`config.mk`:
```
export PLATFORM = sky130hd
export DESIGN_NAME = base64url_stream_decoder
export DESIGN_NICKNAME = d
export VERILOG_FILES = /design/src/rtl/core/b64d_pkg.sv /design/src/rtl/core/base64url_stream_decoder.sv /design/src/rtl/core/b64d_queue.sv /design/src/rtl/core/b64d_front.sv /design/src/rtl/core/b64d_back.sv
export SDC_FILE = /design/constraint.sdc
export NUM_CORES = 1
export LEC_CHECK = 0
export BUFFER_PORTS_ARGS = -buffer_cell sky130_fd_sc_hd__buf_2
export CAP_MARGIN = 20
export CORE_MARGIN = 2
export CORE_UTILIZATION = 45
export CTS_CLUSTER_SIZE = 20
export DETAILED_ROUTE_END_ITERATION = 10
export PLACE_DENSITY = 0.72
export SKIP_CTS_REPAIR_TIMING = 1
export SLEW_MARGIN = 20
export SYNTH_ARGS = -nofsm -noshare
export SYNTH_HDL_FRONTEND = slang
export SYNTH_SLANG_ARGS = --single-unit
```
`constraint.sdc`:
```
create_clock -name i_clk -period 3.5 [get_ports i_clk]
set_input_delay 0.7 -clock i_clk [delete_from_list [all_inputs] [get_ports i_clk]]
set_output_delay 0.7 -clock i_clk [all_outputs]
set_load 0.01 [all_outputs]
```
`src/rtl/core/b64d_pkg.sv`:
```
// Package for the base64url stream decoder: character codes, word types
// shared by the classifier, the queues and the decode engine. No dependencies.
`timescale 1ns / 1ps
`default_nettype none

package b64d_pkg;

    localparam int unsigned CHAR_W   = 8;
    localparam int unsigned SEXTET_W = 6;
    localparam int unsigned ACC_W    = 12;
    localparam int unsigned PEND_W   = 4;

    localparam int unsigned CMD_QUEUE_DEPTH = 2;
    localparam int unsigned RES_QUEUE_DEPTH = 2;

    localparam logic [CHAR_W-1:0] CHAR_UPPER_A = 8'h41;
    localparam logic [CHAR_W-1:0] CHAR_UPPER_Z = 8'h5A;
    localparam logic [CHAR_W-1:0] CHAR_LOWER_A = 8'h61;
    localparam logic [CHAR_W-1:0] CHAR_LOWER_Z = 8'h7A;
    localparam logic [CHAR_W-1:0] CHAR_DIGIT_0 = 8'h30;
    localparam logic [CHAR_W-1:0] CHAR_DIGIT_9 = 8'h39;
    localparam logic [CHAR_W-1:0] CHAR_DASH    = 8'h2D;
    localparam logic [CHAR_W-1:0] CHAR_PLUS    = 8'h2B;
    localparam logic [CHAR_W-1:0] CHAR_UNDER   = 8'h5F;
    localparam logic [CHAR_W-1:0] CHAR_SLASH   = 8'h2F;
    localparam logic [CHAR_W-1:0] CHAR_PAD     = 8'h3D;

    localparam logic [SEXTET_W-1:0] SEXTET_LOWER_BASE = 6'd26;
    localparam logic [SEXTET_W-1:0] SEXTET_DIGIT_BASE = 6'd52;
    localparam logic [SEXTET_W-1:0] SEXTET_62         = 6'd62;
    localparam logic [SEXTET_W-1:0] SEXTET_63         = 6'd63;

    typedef enum logic [1:0] {
        KIND_SKIP,
        KIND_SEXTET,
        KIND_PAD
    } t_kind;

    typedef struct packed {
        t_kind               kind;
        logic [SEXTET_W-1:0] sextet;
        logic                eos;
    } t_cls_word;

    typedef struct packed {
        logic [CHAR_W-1:0] byte_out;
        logic              byte_valid;
        logic              last;
    } t_res_word;

    typedef struct packed {
        logic [PEND_W-1:0] pending_bits;
        logic              pad_seen;
    } t_back_status;

endpackage

`default_nettype wire

```
`src/rtl/core/base64url_stream_decoder.sv`:
```
// Base64url / base64 stream decoder, one character word in, zero or one
// decoded byte word out. Depends on b64d_pkg, b64d_front, b64d_back, b64d_queue.
//
// Usage:
//   Input channel: drive i_char_code and i_end_of_string with i_push high; the
//   word is taken on a clock edge where o_full is low. Characters outside the
//   alphabet are dropped, '=' ends decoding for the rest of the string.
//   Result channel: while o_empty is low, o_byte_out / o_byte_valid /
//   o_last_result show the oldest result; i_pop takes it.
//   Every complete byte is one result;
//   the character marked end_of_string always gives exactly one result with
//   o_last_result set, o_byte_valid possibly 0.
// Timing:
//   One character word per cycle, sustained, while o_full is low. A word passes the classifier into
//   a two-entry command queue, the decode engine retires one command per cycle
//   while the result queue has room, into a two-entry result queue.
//   When the receiver stalls, the result queue fills, then the command queue,
//   and o_full rises; nothing is dropped.
// Reset: synchronous, active low; clears both queues and the decode state.
`timescale 1ns / 1ps
`default_nettype none

module base64url_stream_decoder
    import b64d_pkg::*;
#(
    parameter int unsigned CMD_DEPTH = CMD_QUEUE_DEPTH,
    parameter int unsigned RES_DEPTH = RES_QUEUE_DEPTH
) (
    input  wire logic              i_clk,
    input  wire logic              i_rst_n,
    input  wire logic              i_push,
    output logic                   o_full,
    input  wire logic [CHAR_W-1:0] i_char_code,
    input  wire logic              i_end_of_string,
    input  wire logic              i_pop,
    output logic                   o_empty,
    output logic      [CHAR_W-1:0] o_byte_out,
    output logic                   o_byte_valid,
    output logic                   o_last_result
);

    t_cls_word    cls_word;
    t_cls_word    cmd_word;
    logic         cmd_empty;
    logic         cmd_pop;
    t_res_word    res_in;
    t_res_word    res_out;
    logic         res_push;
    logic         res_full;
    t_back_status back_status;

    b64d_front u_front (
        .i_char_code     (i_char_code),
        .i_end_of_string (i_end_of_string),
        .o_word          (cls_word)
    );

    b64d_queue #(
        .WIDTH ($bits(t_cls_word)),
        .DEPTH (CMD_DEPTH)
    ) u_cmd_queue (
        .i_clk   (i_clk),
        .i_rst_n (i_rst_n),
        .i_push  (i_push),
        .i_data  (cls_word),
        .o_full  (o_full),
        .i_pop   (cmd_pop),
        .o_data  (cmd_word),
        .o_empty (cmd_empty)
    );

    b64d_back u_back (
        .i_clk       (i_clk),
        .i_rst_n     (i_rst_n),
        .i_cmd       (cmd_word),
        .i_cmd_valid (!cmd_empty),
        .o_cmd_pop   (cmd_pop),
        .i_res_full  (res_full),
        .o_res_push  (res_push),
        .o_res       (res_in),
        .o_status    (back_status)
    );

    b64d_queue #(
        .WIDTH ($bits(t_res_word)),
        .DEPTH (RES_DEPTH)
    ) u_res_queue (
        .i_clk   (i_clk),
        .i_rst_n (i_rst_n),
        .i_push  (res_push),
        .i_data  (res_in),
        .o_full  (res_full),
        .i_pop   (i_pop),
        .o_data  (res_out),
        .o_empty (o_empty)
    );

    assign o_byte_out    = res_out.byte_out;
    assign o_byte_valid  = res_out.byte_valid;
    assign o_last_result = res_out.last;

`ifndef SYNTHESIS
    a_empty_after_reset: assert property (@(posedge i_clk)
        !i_rst_n |=> o_empty)
        else $error("result queue not empty after reset");

    a_pending_even: assert property (@(posedge i_clk) disable iff (!i_rst_n)
        back_status.pending_bits == 4'd0 || back_status.pending_bits == 4'd2 ||
        back_status.pending_bits == 4'd4 || back_status.pending_bits == 4'd6)
        else $error("pending bit count out of range");

    a_no_push_when_full: assert property (@(posedge i_clk) disable iff (!i_rst_n)
        res_push |-> !res_full)
        else $error("result pushed into full queue");

    a_accept_reaches_queue: assert property (@(posedge i_clk) disable iff (!i_rst_n)
        (i_push && !o_full) |=> !cmd_empty)
        else $error("accepted word missing from command queue");
`endif

endmodule

`default_nettype wire

```
`src/rtl/core/b64d_queue.sv`:
```
// Small register FIFO used between the classifier and the decode engine and
// on the result side. Depends on nothing; width and depth are parameters.
`timescale 1ns / 1ps
`default_nettype none

module b64d_queue #(
    parameter int unsigned WIDTH = 8,
    parameter int unsigned DEPTH = 2
) (
    input  wire logic             i_clk,
    input  wire logic             i_rst_n,
    input  wire logic             i_push,
    input  wire logic [WIDTH-1:0] i_data,
    output logic                  o_full,
    input  wire logic             i_pop,
    output logic      [WIDTH-1:0] o_data,
    output logic                  o_empty
);

    localparam int unsigned PTR_W = (DEPTH > 1) ? $clog2(DEPTH) : 1;
    localparam int unsigned CNT_W = $clog2(DEPTH + 1);

    logic [WIDTH-1:0] r_mem [DEPTH];
    logic [PTR_W-1:0] r_wr_ptr, n_wr_ptr;
    logic [PTR_W-1:0] r_rd_ptr, n_rd_ptr;
    logic [CNT_W-1:0] r_count, n_count;
    logic             do_push;
    logic             do_pop;

    assign o_full  = (r_count == CNT_W'(DEPTH));
    assign o_empty = (r_count == '0);
    assign o_data  = r_mem[r_rd_ptr];
    assign do_push = i_push && !o_full;
    assign do_pop  = i_pop && !o_empty;

    always_comb begin
        n_wr_ptr = r_wr_ptr;
        n_rd_ptr = r_rd_ptr;
        n_count  = r_count;
        if (do_push) begin
            n_wr_ptr = (r_wr_ptr == PTR_W'(DEPTH - 1)) ? '0 : r_wr_ptr + 1'b1;
        end
        if (do_pop) begin
            n_rd_ptr = (r_rd_ptr == PTR_W'(DEPTH - 1)) ? '0 : r_rd_ptr + 1'b1;
        end
        case ({do_push, do_pop})
            2'b10:   n_count = r_count + 1'b1;
            2'b01:   n_count = r_count - 1'b1;
            default: n_count = r_count;
        endcase
    end

    always_ff @(posedge i_clk) begin
        if (!i_rst_n) begin
            r_wr_ptr <= '0;
            r_rd_ptr <= '0;
            r_count  <= '0;
        end else begin
            r_wr_ptr <= n_wr_ptr;
            r_rd_ptr <= n_rd_ptr;
            r_count  <= n_count;
        end
    end

    always_ff @(posedge i_clk) begin
        if (do_push) begin
            r_mem[r_wr_ptr] <= i_data;
        end
    end

endmodule

`default_nettype wire

```
`src/rtl/core/b64d_front.sv`:
```
// Front end: maps one input character to a sextet, pad mark or skip.
// Depends on b64d_pkg.
`timescale 1ns / 1ps
`default_nettype none

module b64d_front
    import b64d_pkg::*;
(
    input  wire logic [CHAR_W-1:0] i_char_code,
    input  wire logic              i_end_of_string,
    output t_cls_word              o_word
);

    logic [CHAR_W-1:0] offs;

    always_comb begin
        o_word.kind   = KIND_SKIP;
        o_word.sextet = '0;
        o_word.eos    = i_end_of_string;
        offs          = '0;
        if (i_char_code inside {[CHAR_UPPER_A:CHAR_UPPER_Z]}) begin
            offs          = i_char_code - CHAR_UPPER_A;
            o_word.kind   = KIND_SEXTET;
            o_word.sextet = offs[SEXTET_W-1:0];
        end else if (i_char_code inside {[CHAR_LOWER_A:CHAR_LOWER_Z]}) begin
            offs          = i_char_code - CHAR_LOWER_A;
            o_word.kind   = KIND_SEXTET;
            o_word.sextet = offs[SEXTET_W-1:0] + SEXTET_LOWER_BASE;
        end else if (i_char_code inside {[CHAR_DIGIT_0:CHAR_DIGIT_9]}) begin
            offs          = i_char_code - CHAR_DIGIT_0;
            o_word.kind   = KIND_SEXTET;
            o_word.sextet = offs[SEXTET_W-1:0] + SEXTET_DIGIT_BASE;
        end else if (i_char_code inside {CHAR_DASH, CHAR_PLUS}) begin
            o_word.kind   = KIND_SEXTET;
            o_word.sextet = SEXTET_62;
        end else if (i_char_code inside {CHAR_UNDER, CHAR_SLASH}) begin
            o_word.kind   = KIND_SEXTET;
            o_word.sextet = SEXTET_63;
        end else if (i_char_code == CHAR_PAD) begin
            o_word.kind   = KIND_PAD;
        end
    end

endmodule

`default_nettype wire

```
`src/rtl/core/b64d_back.sv`:
```
// Back end: bit accumulator, byte extraction and end-of-string handling.
// Depends on b64d_pkg.
`timescale 1ns / 1ps
`default_nettype none

module b64d_back
    import b64d_pkg::*;
(
    input  wire logic         i_clk,
    input  wire logic         i_rst_n,
    input  wire t_cls_word    i_cmd,
    input  wire logic         i_cmd_valid,
    output logic              o_cmd_pop,
    input  wire logic         i_res_full,
    output logic              o_res_push,
    output t_res_word         o_res,
    output t_back_status      o_status
);

    logic [ACC_W-1:0]  r_acc, n_acc;
    logic [PEND_W-1:0] r_pend, n_pend;
    logic              r_pad, n_pad;
    logic [PEND_W:0]   p_sum;
    logic [PEND_W-1:0] p_sat;
    logic [ACC_W-1:0]  acc_shift;
    logic [ACC_W-1:0]  shifted;
    logic [2:0]        sh_amt;
    logic              have_byte;
    logic [CHAR_W-1:0] byte_val;

    assign o_cmd_pop = i_cmd_valid && !i_res_full;
    assign o_status  = '{pending_bits: r_pend, pad_seen: r_pad};

    always_comb begin
        acc_shift = {r_acc[ACC_W-SEXTET_W-1:0], i_cmd.sextet};
        p_sum     = {1'b0, r_pend} + (PEND_W+1)'(SEXTET_W);
        p_sat     = (p_sum > (PEND_W+1)'(ACC_W)) ? PEND_W'(ACC_W) : p_sum[PEND_W-1:0];
        sh_amt    = 3'(p_sat - PEND_W'(CHAR_W));
        shifted   = acc_shift >> sh_amt;
        have_byte = 1'b0;
        byte_val  = '0;
        n_acc     = r_acc;
        n_pend    = r_pend;
        n_pad     = r_pad;
        if (o_cmd_pop && !r_pad) begin
            case (i_cmd.kind)
                KIND_PAD: begin
                    n_pad = 1'b1;
                end
                KIND_SEXTET: begin
                    n_acc = acc_shift;
                    if (p_sat >= PEND_W'(CHAR_W)) begin
                        have_byte = 1'b1;
                        byte_val  = shifted[CHAR_W-1:0];
                        n_pend    = p_sat - PEND_W'(CHAR_W);
                    end else begin
                        n_pend    = p_sat;
                    end
                end
                default: begin
                end
            endcase
        end
        if (o_cmd_pop && i_cmd.eos) begin
            n_acc  = '0;
            n_pend = '0;
            n_pad  = 1'b0;
        end
    end

    always_comb begin
        o_res_push       = o_cmd_pop && (have_byte || i_cmd.eos);
        o_res.byte_out   = byte_val;
        o_res.byte_valid = have_byte;
        o_res.last       = i_cmd.eos;
    end

    always_ff @(posedge i_clk) begin
        if (!i_rst_n) begin
            r_acc  <= '0;
            r_pend <= '0;
            r_pad  <= 1'b0;
        end else begin
            r_acc  <= n_acc;
            r_pend <= n_pend;
            r_pad  <= n_pad;
        end
    end

endmodule

`default_nettype wire

```
-- Word level (Yosys, flattened, before mapping)
Memory sizes are Yosys's and may differ from the RTL's. A register that Yosys moved wholly into a read port is not among the register bits.
Cells that the tools add are included.
- bits in registers: 19
- memory bits (writable): 38
- input port bits: 13
- output and inout bits: 12
- logic and storage cells: 104
- memories kept: 2
- memory list (name ; depth ; bits a word ; read ports ; clocked after Yosys merged registers in ; wr ports ; line ; text):
    u_res_queue.r_mem ; 2 ; 10 ; 1 ; 1 ; 1 ; b64d_queue.sv:23 ; logic [WIDTH-1:0] r_mem [DEPTH];
    u_cmd_queue.r_mem ; 2 ; 9 ; 1 ; 1 ; 1 ; b64d_queue.sv:23 ;
- $add $sub $neg: 15
- magnitude comparators: 8
- equality and inequality tests: 13
- shift operators: 1
- multiplexer cells: 29
- bitwise logic cells: 1
- reductions and logical operators: 26
- operators with widths (operator ; number):
    $mux W8 ; 7
    $eq A8 B6 Y1 const B ; 4
    $ge A8 B7 Y1 const B ; 2
    $le A8 B7 Y1 const B ; 2
    $mux W1 ; 15
    $shr A12 B3 Y8 ; 1
    $sub A6 B6 Y6 const B ; 2
    $logic_and A1 B1 Y1 ; 11
    $eq A2 B2 Y1 const B ; 5
    $eq A8 B7 Y1 const B ; 1
    $ge A8 B6 Y1 const B ; 1
    $le A8 B6 Y1 const B ; 1
    $mux W4 ; 2
    $pmux W2 S2 ; 2
    $reduce_bool A2 Y1 ; 4
    $add A6 B5 Y6 const B ; 1
    $add A6 B6 Y6 const B ; 1
    $eq A2 B1 Y1 const B ; 3
    $mux W6 ; 1
    $sub A6 B1 Y6 const B ; 1
    $add A4 B3 Y5 const B ; 1
    $gt A5 B4 Y1 const B ; 1
    $logic_not A1 Y1 ; 5
    $add A1 B1 Y1 const B ; 4
    other kinds (10) ; 15

-- Logic depth before layout (Yosys ltp)
- depth after elaboration: 12
- mapped depth: 8
- depth with buffers taken out: 8

-- Cells and area by module
From an unflattened synthesis, not the netlist that was laid out.
- cell total of the unflattened synthesis: 334
- area, all modules: 3517.1 µm²
- modules (own cells, without submodules) (module ; times used ; cells an instance ; area an instance (µm²) ; seq. area each (µm²)):
    b64d_back ; 1 ; 129 ; 1036.0 ; 220.2
    b64d_queue (u_res_queue) ; 1 ; 58 ; 945.9 ; 700.7
    b64d_queue (u_cmd_queue) ; 1 ; 54 ; 883.3 ; 640.6
    b64d_front ; 1 ; 92 ; 648.1 ; 0.0
    base64url_stream_decoder ; 1 ; 1 ; 3.8 ; 0.0

-- Least setup slack after synthesis
OpenSTA, ideal clock, no wires.
- kind: in2reg
- start point: in i_char_code[2]
- end point: mem u_cmd_queue.r_mem[0][4] in the netlist's numbering, data pin
- library setup time: 0.276 ns
- arrival time: 2.372 ns
- required time: 3.224 ns
- path slack: 0.851 ns
- cell stages on the path: 8
- path buffers: 1
- cell sequence: clkbuf_1 inv_1 ha_1 a21o_1 a31oi_1 a311oi_1 a2111oi_0 a211oi_1
- RTL lines (element ; line ; text):
    from (decl) ; base64url_stream_decoder.sv:33 ; input wire logic [CHAR_W-1:0] i_char_code,
    to (decl) ; b64d_queue.sv:23 ;

==> flow_summary_export.csv <==
group,metric,value,unit
worst_setup_path,end_kind,"flip-flop",
clock_tree,clk_pin_slew,60,ps
job,max_cap_viol_count,0,
yosys,synth_cell_types,53,
yosys,yosysTopAreaCell,"edfxtp_1",
yosys,syn-instance-count,311,
worst_setup_path,slowest_delay,460,ps
timing,fmax,395,MHz
worst_setup_path,crit_path_top_delay_cell,"a2111oi_0",
min_path,hold_path_depth,2,
pwr,p_leak,0.00142,uW
pwr,total_power,2280,uW
floorplanning,dieHeight,90.3,um
drt,antenna_left,0,
global_routing,antenna_found_initial,0,
cells_and_area,final_cell_mix,"38 x edfxtp_1, 32 x nor2_1, 24 x buf_2",
global_routing,grt_max_degree,22,
worst_setup_path,path_cells,"buf_2 > inv_1 > ha_1 > a21o_1 > a31oi_1 > a311oi_1 > a2111oi_0 > a211oi_1",
timing,setup_viol,0,
yosys,ys_ff_latch,58,
worst_setup_path,rr_worst_depth,4,
yosys,synth.yosys.seq_area_share,46.0,%
floorplanning,die_width,90.3,um
drt,routedWlPerCell,13.5,um
drt,first_iter_violations,104,
yosys,synth_flop_cell,"edfxtp_1",
yosys,synth_edf_count,38,
drt,drc,0,
timing,worstMarginPinSlew,828,ps
timing,rsz0062_at_grt,"no",
clock_tree,clock-sinks,58,
drt,vias_per_cell,5.28,
outcome,status,"completed",
cells_and_area,final_nets,362,
worst_setup_path,worstPathRequired,3550,ps
yosys,synth.avg_cell_area,10.8,um2
yosys,syn-num-nets,338,
worst_setup_path,path_max_fanout,12,
floorplanning,row_count,31,
cells_and_area,final_common_cell,"edfxtp_1",
floorplanning,start_util,46.5,%
yosys,yosysTopAreaCellShare,34.0,%
timing,finalHoldViolCount,0,
clock_tree,clk_root_buffer_cell,"clkbuf_8",
pwr,ir_drop,0.194,mV
worst_setup_path,crit_type,"in -> reg",
floorplanning,die_area,8150,um2
global_routing,grt-ovfl-total,0,
placement,hpwl,4.39,mm
timing,period_needed,2530,ps
floorplanning,io_pins,25,
drt,vias,2317,
placement,port_buffers,24,
yosys,yosys-top-cells-area,"edfxtp_1 34%, dfxtp_1 12%, ha_1 5.2%",
yosys,syn-cell-area,3350,um2
timing,post-route-period-util,72.3,%
worst_setup_path,arrival,2580,ps
clock_tree,clock_path_buffers,2,
yosys,yosysWarnings,0,
floorplanning,core_region_area,7210,um2
worst_setup_path,worst_setup_path_start_kind,"primary input",
clock_tree,worstSkewPairLatency,330,ps
min_path,hold_class,"reg -> reg",
placement,gp_congestion,0.853,
drt,wirelength,5.91,mm
drt,drtPass1Iterations,4,
global_routing,grt_pass1_wl,10.2,mm
timing,final.setup.tns,0,ps
placement,place_inst,423,
cells_and_area,stdcell_count,439,
cells_and_area,area_growth,11.2,%
timing,setup_ws,970,ps
clock_tree,cts_tree,"built",
placement,place_ws,678,ps
cells_and_area,diodes,0,
timing,fin_skew,7.63,ps
timing,maxSlewHeadroom,44.6,%
cells_and_area,drive_above_1_share,20.9,%
timing,maxSlewViolCount,0,
pwr,power_density,612,nW/um2
clock_tree,cts_inserted_buffers,9,
global_routing,grt_pass1_vias,2223,
yosys,synthArstFlopShare,0,%
clock_tree,cts_max_level,3,
global_routing,track_usage,15.3,%
[critical path, delay by kind of cell]
| kind | cells | cell delay, ps |
|---|---|---|
| buffers and inverters | 2 | 330 |
| AO/OA/AOI/OAI | 5 | 1270 |
| adder cells (fa/ha/maj) | 1 | 270 |
[cells by family (layout without fill, tap and decap cells)]
| logic type | Yosys count | count (layout) | share of synthesized area (%) |
|---|---|---|---|
| AOI/OAI and AO/OA | 67 | 67 | 15.1 |
| xor gates and xnor gates | 10 | 10 | 2.61 |
| adders and majority gates | 14 | 14 | 5.23 |
| buffers and inverters | 31 | 60 | 4.11 |
| DFF | 58 | 58 | 46.0 |
| muxes | 33 | 33 | 11.8 |
| and+or+nand+nor | 98 | 98 | 15.2 |
[Yosys cell counts, types with 8 or more instances]
cell / count
a211oi_1: 10
a21oi_1: 10
clkbuf_1: 8
dfxtp_1: 20
edfxtp_1: 38
ha_1: 14
inv_1: 17
mux2_2: 12
mux2i_1: 17
nand2_1: 20
nor2_1: 32
o21ai_0: 13
xnor2_1: 8
[state kept, by name, indices dropped and copies added, names as in the netlist, named ones only]
register,flops
u_res_queue.r_count,2
u_cmd_queue.r_count,2
u_back.r_pend,3
u_cmd_queue.r_rd_ptr,1
u_back.r_pad,1
u_res_queue.r_mem,20
u_res_queue.r_wr_ptr,1
u_cmd_queue.r_mem,18
u_cmd_queue.r_wr_ptr,1
u_res_queue.r_rd_ptr,1
u_back.r_acc,6
[report_power, final]
part           total [uW]  internal [uW]  switching [uW]
Sequential            984            881             103
Clock                 548            309             239
Combinational         748            345             403
Total                2280           1540             744
[layer usage]
| layer | GRT usage (%) | vias up | share of wire, % |
|---|---|---|---|
| li1 | - | 1189 | - |
| met1 | 18.8 | 1085 | 46 |
| met2 | 26.1 | 35 | 50 |
| met3 | 3.59 | 8 | 2.4 |
| met4 | 5.90 | 0 | 1.6 |
| met5 | 0 | - | 0 |
[metrics by stage]
| stage | hold WS, ps | util [%] | cell area (um2) |
|---|---|---|---|
| after global routing | 470 | 51.6 | 3730 |
| after global placement | 436 | 49.1 | 3540 |
| final | 444 | 51.6 | 3730 |
| after CTS | 449 | 51.6 | 3730 |
| after detailed placement | 440 | 49.1 | 3540 |
| after floorplan | 418 | - | 3350 |
[final timing paths]
kind	startpoint	to	slack, ps
worst max-delay path	i_char_code[2]	u_cmd_queue.r_mem[1][4]	970
worst min-delay path	u_back.r_pend[0]	u_back.r_pend[0]	440
worst min register to register	u_back.r_pend[0]	u_back.r_pend[0]	440
worst max register to register	flip-flop	u_res_queue.r_mem[1][5]	980
[area by class of cell]
class,instances,area (um2)
Inverter,17,63.8
Multi-Input combinational cell,222,1670
Clock buffer,13,169
Sequential cell,58,1540
Fill cell,692,3490
Timing Repair Buffer,27,143
Tap cell,99,124
Clock inverter,3,12.5
No activity file was read; power rests on OpenSTA's default activity.
